File: src/sv/esc_pkg.sv
// Shared types and constants for the environmental sensor compensation block.
`timescale 1ns / 1ps
package esc_pkg;

    localparam int RawW   = 20;
    localparam int ValueW = 33;
    localparam int CfgIdxW = 3;
    localparam int CfgDataW = 64;

    localparam logic [1:0] FUNC_TEMP  = 2'd0;
    localparam logic [1:0] FUNC_PRESS = 2'd1;
    localparam logic [1:0] FUNC_HUM   = 2'd2;
    localparam logic [1:0] FUNC_NONE  = 2'd3;

    localparam logic [CfgIdxW-1:0] REG_TEMP_CAL    = 3'd0;
    localparam logic [CfgIdxW-1:0] REG_PRESS_CAL_A = 3'd1;
    localparam logic [CfgIdxW-1:0] REG_PRESS_CAL_B = 3'd2;
    localparam logic [CfgIdxW-1:0] REG_PRESS_CAL_C = 3'd3;
    localparam logic [CfgIdxW-1:0] REG_HUM_CAL_A   = 3'd4;
    localparam logic [CfgIdxW-1:0] REG_HUM_CAL_B   = 3'd5;

    // Last microstep of each formula, then the pressure steps around the divider.
    localparam logic [3:0] TEMP_LAST  = 4'd2;
    localparam logic [3:0] PRESS_LAST = 4'd9;
    localparam logic [3:0] HUM_LAST   = 4'd7;
    localparam logic [3:0] PRESS_DIVISOR_STEP = 4'd5;
    localparam logic [3:0] PRESS_DIVIDE_STEP  = 4'd6;
    localparam logic [3:0] PRESS_AFTER_DIV    = 4'd7;

    typedef enum logic [2:0] {
        ST_IDLE,
        ST_MUL_GO,
        ST_MUL_WAIT,
        ST_DIV_WAIT,
        ST_OUT
    } esc_state_t;

endpackage

File: src/sv/esc_div.sv
// Restoring unsigned 64 / 64 divider, one quotient bit per cycle.
`timescale 1ns / 1ps
module esc_div import esc_pkg::*;
(
    input  logic        clk,
    input  logic        rst_n,
    input  logic        start,
    input  logic [63:0] num,
    input  logic [63:0] den,
    output logic        done,
    output logic [63:0] quo
);

    logic [63:0] den_reg;
    logic [63:0] rem_reg;
    logic [63:0] quo_reg;
    logic [5:0]  cnt_reg;
    logic        busy_reg;
    logic        done_reg;
    logic [64:0] shifted;
    logic [64:0] diff;

    always_comb
    begin
        shifted = {rem_reg, quo_reg[63]};
        diff    = shifted - {1'b0, den_reg};
    end

    always_ff @(posedge clk or negedge rst_n)
    begin
        if (!rst_n)
        begin
            cnt_reg  <= 6'd0;
            busy_reg <= 1'b0;
            done_reg <= 1'b0;
        end
        else
        begin
            done_reg <= 1'b0;
            if (start)
            begin
                cnt_reg  <= 6'd0;
                busy_reg <= 1'b1;
            end
            else if (busy_reg)
            begin
                cnt_reg <= cnt_reg + 6'd1;
                if (cnt_reg == 6'd63)
                begin
                    busy_reg <= 1'b0;
                    done_reg <= 1'b1;
                end
            end
        end
    end

    always_ff @(posedge clk)
    begin
        if (start)
        begin
            den_reg <= den;
            rem_reg <= 64'd0;
            quo_reg <= num;
        end
        else if (busy_reg)
        begin
            if (!diff[64])
            begin
                rem_reg <= diff[63:0];
                quo_reg <= {quo_reg[62:0], 1'b1};
            end
            else
            begin
                rem_reg <= shifted[63:0];
                quo_reg <= {quo_reg[62:0], 1'b0};
            end
        end
    end

    assign done = done_reg;
    assign quo  = quo_reg;

endmodule

File: config.mk
export PLATFORM = sky130hd
export DESIGN_NAME = esc_div
export DESIGN_NICKNAME = d
export VERILOG_FILES = /design/src/sv/esc_pkg.sv /design/src/sv/esc_div.sv
export SDC_FILE = /design/constraint.sdc
export NUM_CORES = 1
export LEC_CHECK = 0
export BUFFER_PORTS_ARGS = -buffer_cell sky130_fd_sc_hd__buf_4
export CORE_UTILIZATION = 42
export DETAILED_ROUTE_END_ITERATION = 7
export PLACE_DENSITY = 0.64
export SYNTH_ARGS = -nofsm -noshare
export SYNTH_HDL_FRONTEND = slang
export SYNTH_SLANG_ARGS = --single-unit
export TNS_END_PERCENT = 10
File: constraint.sdc
create_clock -name clk -period 6.35 [get_ports clk]
set_input_delay 0.3175 -clock clk [delete_from_list [all_inputs] [get_ports clk]]
set_output_delay 0.3175 -clock clk [all_outputs]
set_load 0.005 [all_outputs]
After elaboration in Yosys (flattened, before gate mapping) --
Index checks and enable logic that the tools add are counted.
Operators by class: add/subtract/negate cells 2, eq/ne operators 1, multiplexer cells 12, reductions and logical operators 1
Operator list (number):
- $mux W64 | 3
- $sub A65 B64 Y65 | 1
- $mux W6 | 2
- $mux W1 | 7
- $add A6 B1 Y6 const B | 1
- $eq A6 B6 Y1 const B | 1
- $reduce_bool A2 Y1 | 1
Storage, ports and cells: bits in registers 200, output and inout bits 65

Longest topological paths before layout --
word-level depth 4, mapped depth 15, depth with buffers taken out 13

Worst setup path after synthesis --
Ideal clock, no wire load.
kind register -> register, from register quo_reg[63] (netlist: quo[63]), to register rem_reg[62], setup time 0.132 ns, data arrival time 2.970 ns, required time 6.218 ns, setup slack 3.249 ns, stages on the path, launching flop included 14, path buffers 0, clock period less this slack 3.101 ns, path through edfxtp_1 inv_1 ha_1 fa_1 and2b_1 o31ai_1 a211o_1 o311ai_2 o21ai_1 o31ai_2 a211oi_1 o41ai_1 xnor2_1 o22ai_2
On the way: cells in the longest elaborated chain, start to end 2
RTL lines:
- start, declared | RTL line esc_div.sv:16 | logic [63:0] quo_reg;
- start signal, assigned | RTL line esc_div.sv:63 | quo_reg <= num;
- start signal, assigned | RTL line esc_div.sv:70 | quo_reg <= {quo_reg[62:0], 1'b1};
- start signal, assigned | RTL line esc_div.sv:75 | quo_reg <= {quo_reg[62:0], 1'b0};
- $sub A65 B64 Y65 | RTL line esc_div.sv:26 | diff = shifted - {1'b0, den_reg};
- $mux W64 | RTL line esc_div.sv:67 | if (!diff[64])
- end signal, assigned | RTL line esc_div.sv:69 | rem_reg <= diff[63:0];
- end signal, assigned | RTL line esc_div.sv:74 | rem_reg <= shifted[63:0];
- end, declared | RTL line esc_div.sv:15 | logic [63:0] rem_reg;
No other way between the ends. A chain may end at the register's enable or synchronous reset.

Final worst setup path --
from register quo_reg[63] (netlist: quo[63]), to register rem_reg[31]
The elaborated chain is that of the path after synthesis.

==> results_dict.tcl <==
set metrics [dict create \
    status "complete, no violations" \
    avgSynthCellArea_um2 10.1 \
    tns_ns 0 \
    fillers 2641 \
    rsz0062_at_grt "no" \
    ys_types 79 \
    die_w_um 171 \
    place_congestion 0.929 \
    worst-setup-path-type "reg2reg" \
    p_int_uw 3320 \
    fin_nets 1551 \
    cellLeakagePower_uw 0.00612 \
    critPathArrivalTime_ns 4.42 \
    synth_top_family_by_area "compound AO/OA/AOI/OAI gates" \
    drc 0 \
    grt_usage 0.206 \
    start_util 0.429 \
    async_flop_share 0.0400 \
    power_switching_uw 2120 \
    peakVddDrop_mv 0.206 \
    antenna_found_initial 0 \
    synth-simple-area-share 0.113 \
    synth-edff-count 128 \
    grt_max_degree 76 \
    antenna_left 0 \
    first_pass_iters 5 \
    die_area_um2 29200 \
    viasPerCell 5.41 \
    drt_first_iter_violations 498 \
    wl_um 29400 \
    final_layout_size_suffix_gt1_frac 0.230 \
    rows 61 \
    busiest_layer "met2" \
    hold_violations 0 \
    h-tree-depth 4 \
    combPwrFrac 0.464 \
    swShare 0.390 \
    gr-total-overflow 0 \
    ys_warn_count 0 \
    p_clk_frac 0.201 \
    antenna_cells 0 \
    relSlewSlack 0.287 \
    muxShareOfSynthArea 0.104 \
    ys.flop_type "edfxtp_1" \
    worstMarginPinSlew_ns 1.07 \
    ioPinCount 196 \
    fin_hold_ws_ns 0.0380 \
    fmax_mhz 242 \
    clock_skew_ns 0.0189 \
    synth_nets 1390 \
    drv_slew 0 \
    synth_compound_area_frac 0.177 \
    cts_root_buf "clkbuf_16" \
    use_met1 0.259 \
    cp_max_fo 32 \
    multiInputGateArea_um2 6090 \
    grt_pass1_vias 9257 \
    endpoint_kind "flop" \
    cts_buffers 17 \
    port_buffers 195 \
    worstPathRequired_ns 6.64 \
    synth_xor_area_frac 0.0445 \
    cts_max_path_buffers 2 \
    routed-via-count 9449 \
    core-area_um2 27900 \
    seqPwrFrac 0.335 \
    max-cap-violations 0 \
    cts_resized 0 \
    wire_per_inst_um 16.8 \
    p_per_area_nw_per_um2 380 \
    setup_viol 0 \
    clk_pin_slew_ns 0.08 \
    ys_seq_elements 200 \
    seq_area_frac_synth 0.444 \
    syn_inst 1193 \
    syn_area_um2 12000 \
    min_period_ns 4.13 \
    clk_latency_ns 0.45 \
    synthToLayoutAreaGrowth_pct 19.4 \
    start_kind "flop" \
    met2_usage 0.337 \
    cts_tree "done" \
    grt_pass1_wl_um 47000 \
    fp.dieH_um 171 \
    synthAdderAreaFrac 0.0695 \
    use_met3 0.0638 \
    period_share 0.650 \
    hpwl_um 21800 \
    cts_sinks 200 \
    hold_path.class "in2reg" \
    layout.area.seq_um2 5330 \
]
==> power groups by stage <==
stage | clock, uW | sequential (uW) | combinational [uW]
detailed placement | 0 | 1850 | 2510
finish | 1090 | 1830 | 2530
global route | 1170 | 1860 | 2800
floorplan | 0 | 1800 | 1970
global placement | 0 | 1850 | 2480
CTS | 1130 | 1830 | 2530
==> what timing repair did <==
action	in CTS	in global routing
setup endpoints to repair	0	0
hold buffers	1	0
hold endpoints to repair	8	0
buffers inserted	0	0
==> per-layer routing <==
layer,wire length (um),up-vias
met3,2210,29
met2,13700,262
met1,13100,4451
li1,-,4707
met4,416,0
met5,0,-
==> logic make-up after synthesis <==
family | Yosys count
flops | 200
mux | 116
buf+inv | 145
xor+xnor | 60
fa+ha+maj | 66
compound gates | 317
simple gates | 289
==> layout make-up <==
type,count,area share
inverters,85,0.0223
multi-input cells,848,0.425
flip-flops and latches,200,0.372
well taps,378,0.0330
clock inverters,12,0.00891
clock buffers,20,0.0320
repair buffers,202,0.106
==> placed cells by master (no fill, tap or decap), drive strengths merged, types with 11 or more instances in the layout <==
master and instances:
a211oi 53, nor2 110, mux2i 52, ha 65, nand3 15, o21bai 19
nand2 76, inv 90, a21oi 93, mux2 64, nor3 11, xor2 21
dfxtp 64, a21o 34, edfxtp 128, nand4 23, o21ai 54, clkbuf 20
nand2b 11, buf 201, xnor2 39
==> cell usage after synthesis (all sizes together), types with 19 or more instances <==
cell | n | area share
clkbuf | 35 | 0.011
mux2 | 64 | 0.060
mux2i | 52 | 0.043
xor2 | 21 | 0.015
dfxtp | 64 | 0.11
a211oi | 53 | 0.034
nand2 | 76 | 0.024
nor2 | 110 | 0.034
o21bai | 19 | 0.012
buf | 25 | 0.011
a21o | 34 | 0.021
inv | 84 | 0.026
edfxtp | 128 | 0.32
a21oi | 93 | 0.039
xnor2 | 39 | 0.029
ha | 65 | 0.068
o21ai | 54 | 0.023
nand4 | 23 | 0.012
==> worst max-delay path, stage by stage, from the launching register on <==
cell      delay [ns]
edfxtp_1        0.36
inv_1           0.06
ha_1            0.22
fa_1            0.40
and2b_1         0.25
o31a_1          0.24
o211ai_1        0.13
a21oi_1         0.15
a211o_1         0.22
a21boi_2        0.12
xnor2_4         0.84
buf_4           0.53
nor2b_1         0.11
a311oi_1        0.27
nor3_1          0.09
==> path summary, 6_finish.rpt <==
kind	endpoint	startpoint	slack, ns	cells after the start
setup / recovery	rem_reg[31]	quo[63]	2.22	14
hold / removal	den_reg[5]	den[5]	0.04	1
setup reg to reg	rem_reg[31]	quo[63]	2.22	14
hold reg to reg	rem_reg[56]	rem_reg[56]	0.51	2
max in group asynchronous	busy_reg	rst_n	5.99	2
min in group asynchronous	done	rst_n	0.22	2
==> per-stage QoR <==
step / setup WS, ns / cell area, um2 / std cells / util / power, uW
floorplan: 3.25 / 12000 / 1193 / - / 3770
global placement: 2.35 / 13700 / 1712 / 0.491 / 4330
detailed placement: 2.21 / 13700 / 1712 / 0.491 / 4360
CTS: 2.16 / 14300 / 1745 / 0.513 / 5480
global route: 1.91 / 14300 / 1745 / 0.513 / 5830
finish: 2.22 / 14300 / 1745 / 0.513 / 5450
Power figures use the tool's default switching activity.
