==> src/sv/esc_pkg.sv <==
// Shared types and constants for the environmental sensor compensation block.
`timescale 1ns / 1ps
package esc_pkg;

    localparam int RawW   = 20;
    localparam int ValueW = 33;
    localparam int CfgIdxW = 3;
    localparam int CfgDataW = 64;

    localparam logic [1:0] FUNC_TEMP  = 2'd0;
    localparam logic [1:0] FUNC_PRESS = 2'd1;
    localparam logic [1:0] FUNC_HUM   = 2'd2;
    localparam logic [1:0] FUNC_NONE  = 2'd3;

    localparam logic [CfgIdxW-1:0] REG_TEMP_CAL    = 3'd0;
    localparam logic [CfgIdxW-1:0] REG_PRESS_CAL_A = 3'd1;
    localparam logic [CfgIdxW-1:0] REG_PRESS_CAL_B = 3'd2;
    localparam logic [CfgIdxW-1:0] REG_PRESS_CAL_C = 3'd3;
    localparam logic [CfgIdxW-1:0] REG_HUM_CAL_A   = 3'd4;
    localparam logic [CfgIdxW-1:0] REG_HUM_CAL_B   = 3'd5;

    // Last microstep of each formula, then the pressure steps around the divider.
    localparam logic [3:0] TEMP_LAST  = 4'd2;
    localparam logic [3:0] PRESS_LAST = 4'd9;
    localparam logic [3:0] HUM_LAST   = 4'd7;
    localparam logic [3:0] PRESS_DIVISOR_STEP = 4'd5;
    localparam logic [3:0] PRESS_DIVIDE_STEP  = 4'd6;
    localparam logic [3:0] PRESS_AFTER_DIV    = 4'd7;

    typedef enum logic [2:0] {
        ST_IDLE,
        ST_MUL_GO,
        ST_MUL_WAIT,
        ST_DIV_WAIT,
        ST_OUT
    } esc_state_t;

endpackage

==> src/sv/esc_mul.sv <==
// Multi-cycle 64 x 64 multiplier (low 64 bits) built on one 32 x 32 multiplier.
`timescale 1ns / 1ps
module esc_mul import esc_pkg::*;
(
    input  logic        clk,
    input  logic        rst_n,
    input  logic        start,
    input  logic [63:0] a,
    input  logic [63:0] b,
    output logic        done,
    output logic [63:0] prod
);

    logic [63:0] a_reg;
    logic [63:0] b_reg;
    logic [63:0] pp_reg;
    logic [63:0] acc_reg;
    logic [1:0]  cnt_reg;
    logic        busy_reg;
    logic        done_reg;
    logic [31:0] mul_x;
    logic [31:0] mul_y;
    logic [63:0] pp_next;

    // Partial products: lo*lo, then lo*hi and hi*lo which only reach the upper word.
    always_comb
    begin
        mul_x = (cnt_reg == 2'd2) ? a_reg[63:32] : a_reg[31:0];
        mul_y = (cnt_reg == 2'd1) ? b_reg[63:32] : b_reg[31:0];
        pp_next = {32'b0, mul_x} * {32'b0, mul_y};
    end

    always_ff @(posedge clk or negedge rst_n)
    begin
        if (!rst_n)
        begin
            cnt_reg  <= 2'd0;
            busy_reg <= 1'b0;
            done_reg <= 1'b0;
        end
        else
        begin
            done_reg <= 1'b0;
            if (start)
            begin
                cnt_reg  <= 2'd0;
                busy_reg <= 1'b1;
            end
            else if (busy_reg)
            begin
                cnt_reg <= cnt_reg + 2'd1;
                if (cnt_reg == 2'd3)
                begin
                    busy_reg <= 1'b0;
                    done_reg <= 1'b1;
                end
            end
        end
    end

    always_ff @(posedge clk)
    begin
        if (start)
        begin
            a_reg <= a;
            b_reg <= b;
        end
        else if (busy_reg)
        begin
            pp_reg <= pp_next;
            if (cnt_reg == 2'd1)
                acc_reg <= pp_reg;
            else if (cnt_reg != 2'd0)
                acc_reg[63:32] <= acc_reg[63:32] + pp_reg[31:0];
        end
    end

    assign done = done_reg;
    assign prod = acc_reg;

endmodule

==> config.mk <==
export PLATFORM = sky130hd
export DESIGN_NAME = esc_mul
export DESIGN_NICKNAME = d
export VERILOG_FILES = /design/src/sv/esc_pkg.sv /design/src/sv/esc_mul.sv
export SDC_FILE = /design/constraint.sdc
export NUM_CORES = 2
export LEC_CHECK = 0
export BUFFER_PORTS_ARGS = -buffer_cell sky130_fd_sc_hd__buf_2
export CAP_MARGIN = 25
export CORE_MARGIN = 2
export CORE_UTILIZATION = 56
export CTS_BUF_LIST = sky130_fd_sc_hd__clkbuf_8
export DETAILED_ROUTE_END_ITERATION = 16
export PLACE_DENSITY = 0.74
export SYNTH_ARGS = -nofsm -noshare
export SYNTH_HDL_FRONTEND = slang
export SYNTH_SLANG_ARGS = --single-unit
==> constraint.sdc <==
create_clock -name clk -period 9.5 [get_ports clk]
set_input_delay 0.475 -clock clk [delete_from_list [all_inputs] [get_ports clk]]
set_output_delay 0.475 -clock clk [all_outputs]
set_load 0.02 [all_outputs]
# Word level (Yosys, flattened, before mapping)
# Index checks and enable logic that the tools add are counted.
# word_totals
ff_bits,260
latch_bits,0
ramBits,0
rom_bits,0
out_inout_bits,65
memories,0
# classes
addsub,2
n_mul,1
div,0
n_lt_le_gt_ge,0
eq_ne,3
n_shift,0
mux,12
bitwise_logic,1
reduce_logical,6
# ops
cell,n
2-to-1 mux 32 bit,4
multiplier 32 x 32 -> 64 bit,1
adder 32 bit,1
2-to-1 mux 1 bit,6
AND reduction 3 bit,2
nonzero test 2 bit,3
equality test 2 bit (second input constant),2
2-to-1 mux 2 bit,2
adder 2 x 1 -> 2 bit (second input constant),1
equality test 2 x 1 -> 1 bit (second input constant),1
AND reduction 2 bit,1
inverter 1 bit,1

# Depth between registers and ports, before layout
# logic_depth
ltp_word,4
ltp_mapped,36
ltp_nobuf,31

# Worst setup path before layout
# Ideal clock, no wire load.
# synth_timing
path_type,reg2reg
start,reg cnt_reg[1]
end,"reg pp_reg[60], data pin"
setup_time_ps,260
t_arrival_ps,8716
required_ps,9240
path_slack_ps,525
stages_incl_launch_ff,33
n_path_buf,5
cell_sequence,dfrtp_1 > inv_1 > ha_1 > clkbuf_1 > buf_1 > clkbuf_1 > mux2i_1 > clkbuf_1 > nor2_1 > fa_1 > fa_1 > inv_1 > fa_1 > inv_1 > fa_1 > inv_1 > fa_1 > fa_1 > fa_1 > fa_1 > inv_1 > ha_1 > buf_2 > a21o_1 > o21bai_1 > a31oi_1 > o21a_1 > o31a_1 > a2111oi_0 > o21ai_1 > nand4b_1 > a31oi_1 > xnor2_1
# synth_between
elab_chain_cells,3
word_cells_on_any_way,5
# synth_rtl
element,line_no,source
"start, declared",esc_mul.sv:18,logic [1:0] cnt_reg;
"start signal, assigned",esc_mul.sv:51,cnt_reg <= cnt_reg + 2'd1;
equality test 2 bit / equality test 2 x 1 -> 1 bit (equally long branches),"esc_mul.sv:28, esc_mul.sv:29",
"2-to-1 mux 32 bit, on equally long branches","esc_mul.sv:28, esc_mul.sv:29",
multiplier 32 x 32 -> 64 bit (*),esc_mul.sv:30,"pp_next = {32'b0, mul_x} * {32'b0, mul_y};"
named net pp_next[60],esc_mul.sv:23,logic [63:0] pp_next;
"end signal, assigned",esc_mul.sv:70,pp_reg <= pp_next;
"end, declared",esc_mul.sv:16,logic [63:0] pp_reg;
# The timed path passes the listed nets; every way through them passes the cells marked *.
# A chain may end at the register's enable or synchronous reset.

# Worst setup path after layout
# layout_timing
start,reg cnt_reg[0]
end,"reg pp_reg[58], data pin"
# The elaborated chain is that of the path after synthesis.

==> qor.csv <==
metric;value;unit
crit-path max FO;20;
worst reg2reg path endpoint;pp_reg[58]$_DFFE_PP_;
largest net degree at the start of global routing;77;
reg2reg setup slack;0.30;ns
Rel. slew slack;44.8;%
Slew @ Worst Pin;0.812;ns
die area;0.0789;mm²
CTS tree;built;
Mapped Avg Cell Area;9.88;µm²
clk sinks;260;
Synthesized Nets;5670;
clock latency on the worst-skew pair;0.69;ns
number of buffers added on ports;195;
DR iter-0 viols;3566;
Initial Util;56.5;%
main combinational cell family by area after synthesis;adder cells;
multiplexer share of the synthesized area;3.25;%
nets@finish;5917;
flops & latches, synth;260;
max-slew violation count;0;
Mapped Cells;4344;
fmax;0.109;GHz
HPWL after DPL;109;mm
layout cells sized above 1;11.1;%
Crit path buffers/inverters;7;
worst hold path type;in2reg;
first-pass GRT wire length;207;mm
hold path startpoint;a[24];
Post-Synth Adder-Cell Area;50.5;%
initial antenna violation count;4;
final WL;139;mm
register area share after synthesis;18.1;%
Final Cycle Share;96.8;%
Data required, critical path;9.88;ns
Post-Syn Area;0.0429;mm²
Clock Path Buffers;3;
Core Region;0.0759;mm²
vias;33200;
Most used DFF post-synth;edfxtp_1;
Antenna Nets Post-Route;0;
Post-Route Setup TNS;0;ns
Synth async-reset ratio;1.54;%
die width;281;µm
Top-Level Pins;196;
H-tree depth;2;
Setup violations, final;0;
DRT Pass-1 Iters;6;
Layout Skew;0.0656;ns
Tmin final;9.20;ns
floorplan row count;101;
Synth Area in Compound Gates;5.10;%
number of global-route vias before repair;34900;
number of synthesized flops with an enable pin;256;
Synth Area in Simple Gates;11.7;%
grt ovf;0;
XOR/XNOR Fraction of Synth Area;1.86;%
Setup crit start kind;register;
post-synth cell types;69;
Worst Path Class, Setup;reg2reg;
Hold Vio Cnt, Final;0;
Worst EP arrival;9.58;ns
cts bufs inserted;43;
Die Ht;281;µm
worst hold endpoint;a_reg[24]$_DFFE_PP_;
CP endpoint kind;register;
slowest CP cell;fa_1;
all-layer global routing usage;36.1;%
Yosys Warn Count;0;
R2R cell count;29;
Root Buffer Master;clkbuf_8;
Via-to-Cell Ratio;5.86;
gpl congestion;0.994;
most used cell, CP;fa_1;
routed len/inst;24.6;µm
worst r2r src;cnt_reg[0]$_DFFE_PN0P_;
clock-pin slew on the worst setup and hold paths;0.07;ns
Area Overhead vs Synth;10.6;%
max_cap viols;0;
slowest cell delay on critical path;0.57;ns
status;completed;
critical path's top delay family;adder cells;
DRC Markers;0;
RSZ-0062 raised after global routing;false;
Filler Cell Count;6173;
hold path cells;1;
cells in the mapped netlist, types with 52 or more instances:
| master | instances | area (µm²) |
|---|---|---|
| edfxtp_1 | 256 | 7690 |
| a21oi_1 | 86 | 430 |
| fa_1 | 897 | 18000 |
| clkbuf_1 | 178 | 668 |
| mux2_2 | 67 | 754 |
| o21ai_0 | 52 | 260 |
| xnor2_1 | 55 | 482 |
| mux2i_1 | 64 | 641 |
| inv_1 | 887 | 3330 |
| nand2_1 | 544 | 2040 |
| a21o_1 | 71 | 533 |
| nor2_1 | 615 | 2310 |
| ha_1 | 298 | 3730 |
worst reg2reg max path, delay by kind of cell (launching register included):
kind | cells | cell delay, ns
compound gates | 7 | 1.93
xor+xnor | 1 | 0.08
fa+ha+maj | 10 | 4.78
buf+inv | 7 | 1.06
flops | 1 | 0.46
mux | 1 | 0.25
simple gates | 3 | 0.40
timing repair:
item	CTS	global route
setup buffers	0	1
hold endpoints to repair	82	0
hold buffers	79	0
setup endpoints to repair	0	6
gates resized for setup	0	4
per-layer routing:
layer  vias up  GRT usage (%)  routed length [µm]
li1      13700              -                   -
met1     16600           45.6               48100
met2      2222           55.0               61700
met3       578           8.49               17200
met4         2           25.5               12200
met5         -          0.188                  12
kinds of logic after synthesis:
group,count (synthesis)
simple gates,1261
fa+ha+maj,1195
buf+inv,1079
compound gates,327
flops,260
mux,131
xor+xnor,91
worst max-delay path by stage:
stage / start / depth (start not counted) / slack, ns / to
CTS: cnt_reg[0]$_DFFE_PN0P_ / 26 / 0.31 / pp_reg[62]$_DFFE_PP_
detailed placement: cnt_reg[0]$_DFFE_PN0P_ / 26 / 0.32 / pp_reg[62]$_DFFE_PP_
floorplan: cnt_reg[1]$_DFFE_PN0P_ / 32 / 0.52 / pp_reg[60]$_DFFE_PP_
global route: cnt_reg[0]$_DFFE_PN0P_ / 27 / 0.03 / pp_reg[63]$_DFFE_PP_
finish: cnt_reg[0]$_DFFE_PN0P_ / 29 / 0.30 / pp_reg[58]$_DFFE_PP_
global placement: cnt_reg[1]$_DFFE_PN0P_ / 30 / 0.39 / pp_reg[60]$_DFFE_PP_
through the flow:
step	cell area, µm²	instances	worst slack [ns]	utilization [%]	hold WS (ns)
global placement	45700	5495	0.389	60.2	0.365
global route	47500	5656	0.0265	62.5	0.00626
CTS	47400	5651	0.310	62.4	0.00674
finish	47500	5656	0.302	62.5	0.0243
floorplan	42900	4344	0.525	-	0.179
detailed placement	45700	5495	0.318	60.2	0.367
placed cells by master (no fill, tap or decap), types with 52 or more instances in the layout:
cell type      netlist  final
xnor2_1             55     55
edfxtp_1           256    256
mux2_2              67     67
nand2_1            544    544
ha_1               298    295
inv_1              887    901
a21oi_1             86     86
buf_4                0    104
dlygate4sd3_1        0     79
nor2_1             615    615
o21ai_0             52     52
a21o_1              71     71
fa_1               897    897
buf_2                2    194
cell type report:
class	count	area (µm²)	share of cell area, %
Inverter	888	3330	7.03
Multi-Input combinational cell	3005	31300	65.9
Clock buffer	46	633	1.33
Timing Repair Buffer	393	2870	6.05
Clock inverter	31	260	0.548
Tap cell	1030	1290	2.72
Antenna cell	3	7.51	0.0158
Sequential cell	260	7790	16.4
Power is left out: the tool's default activity adds up to more than one toggle a clock period on the data nets, which glitch-free logic cannot reach.
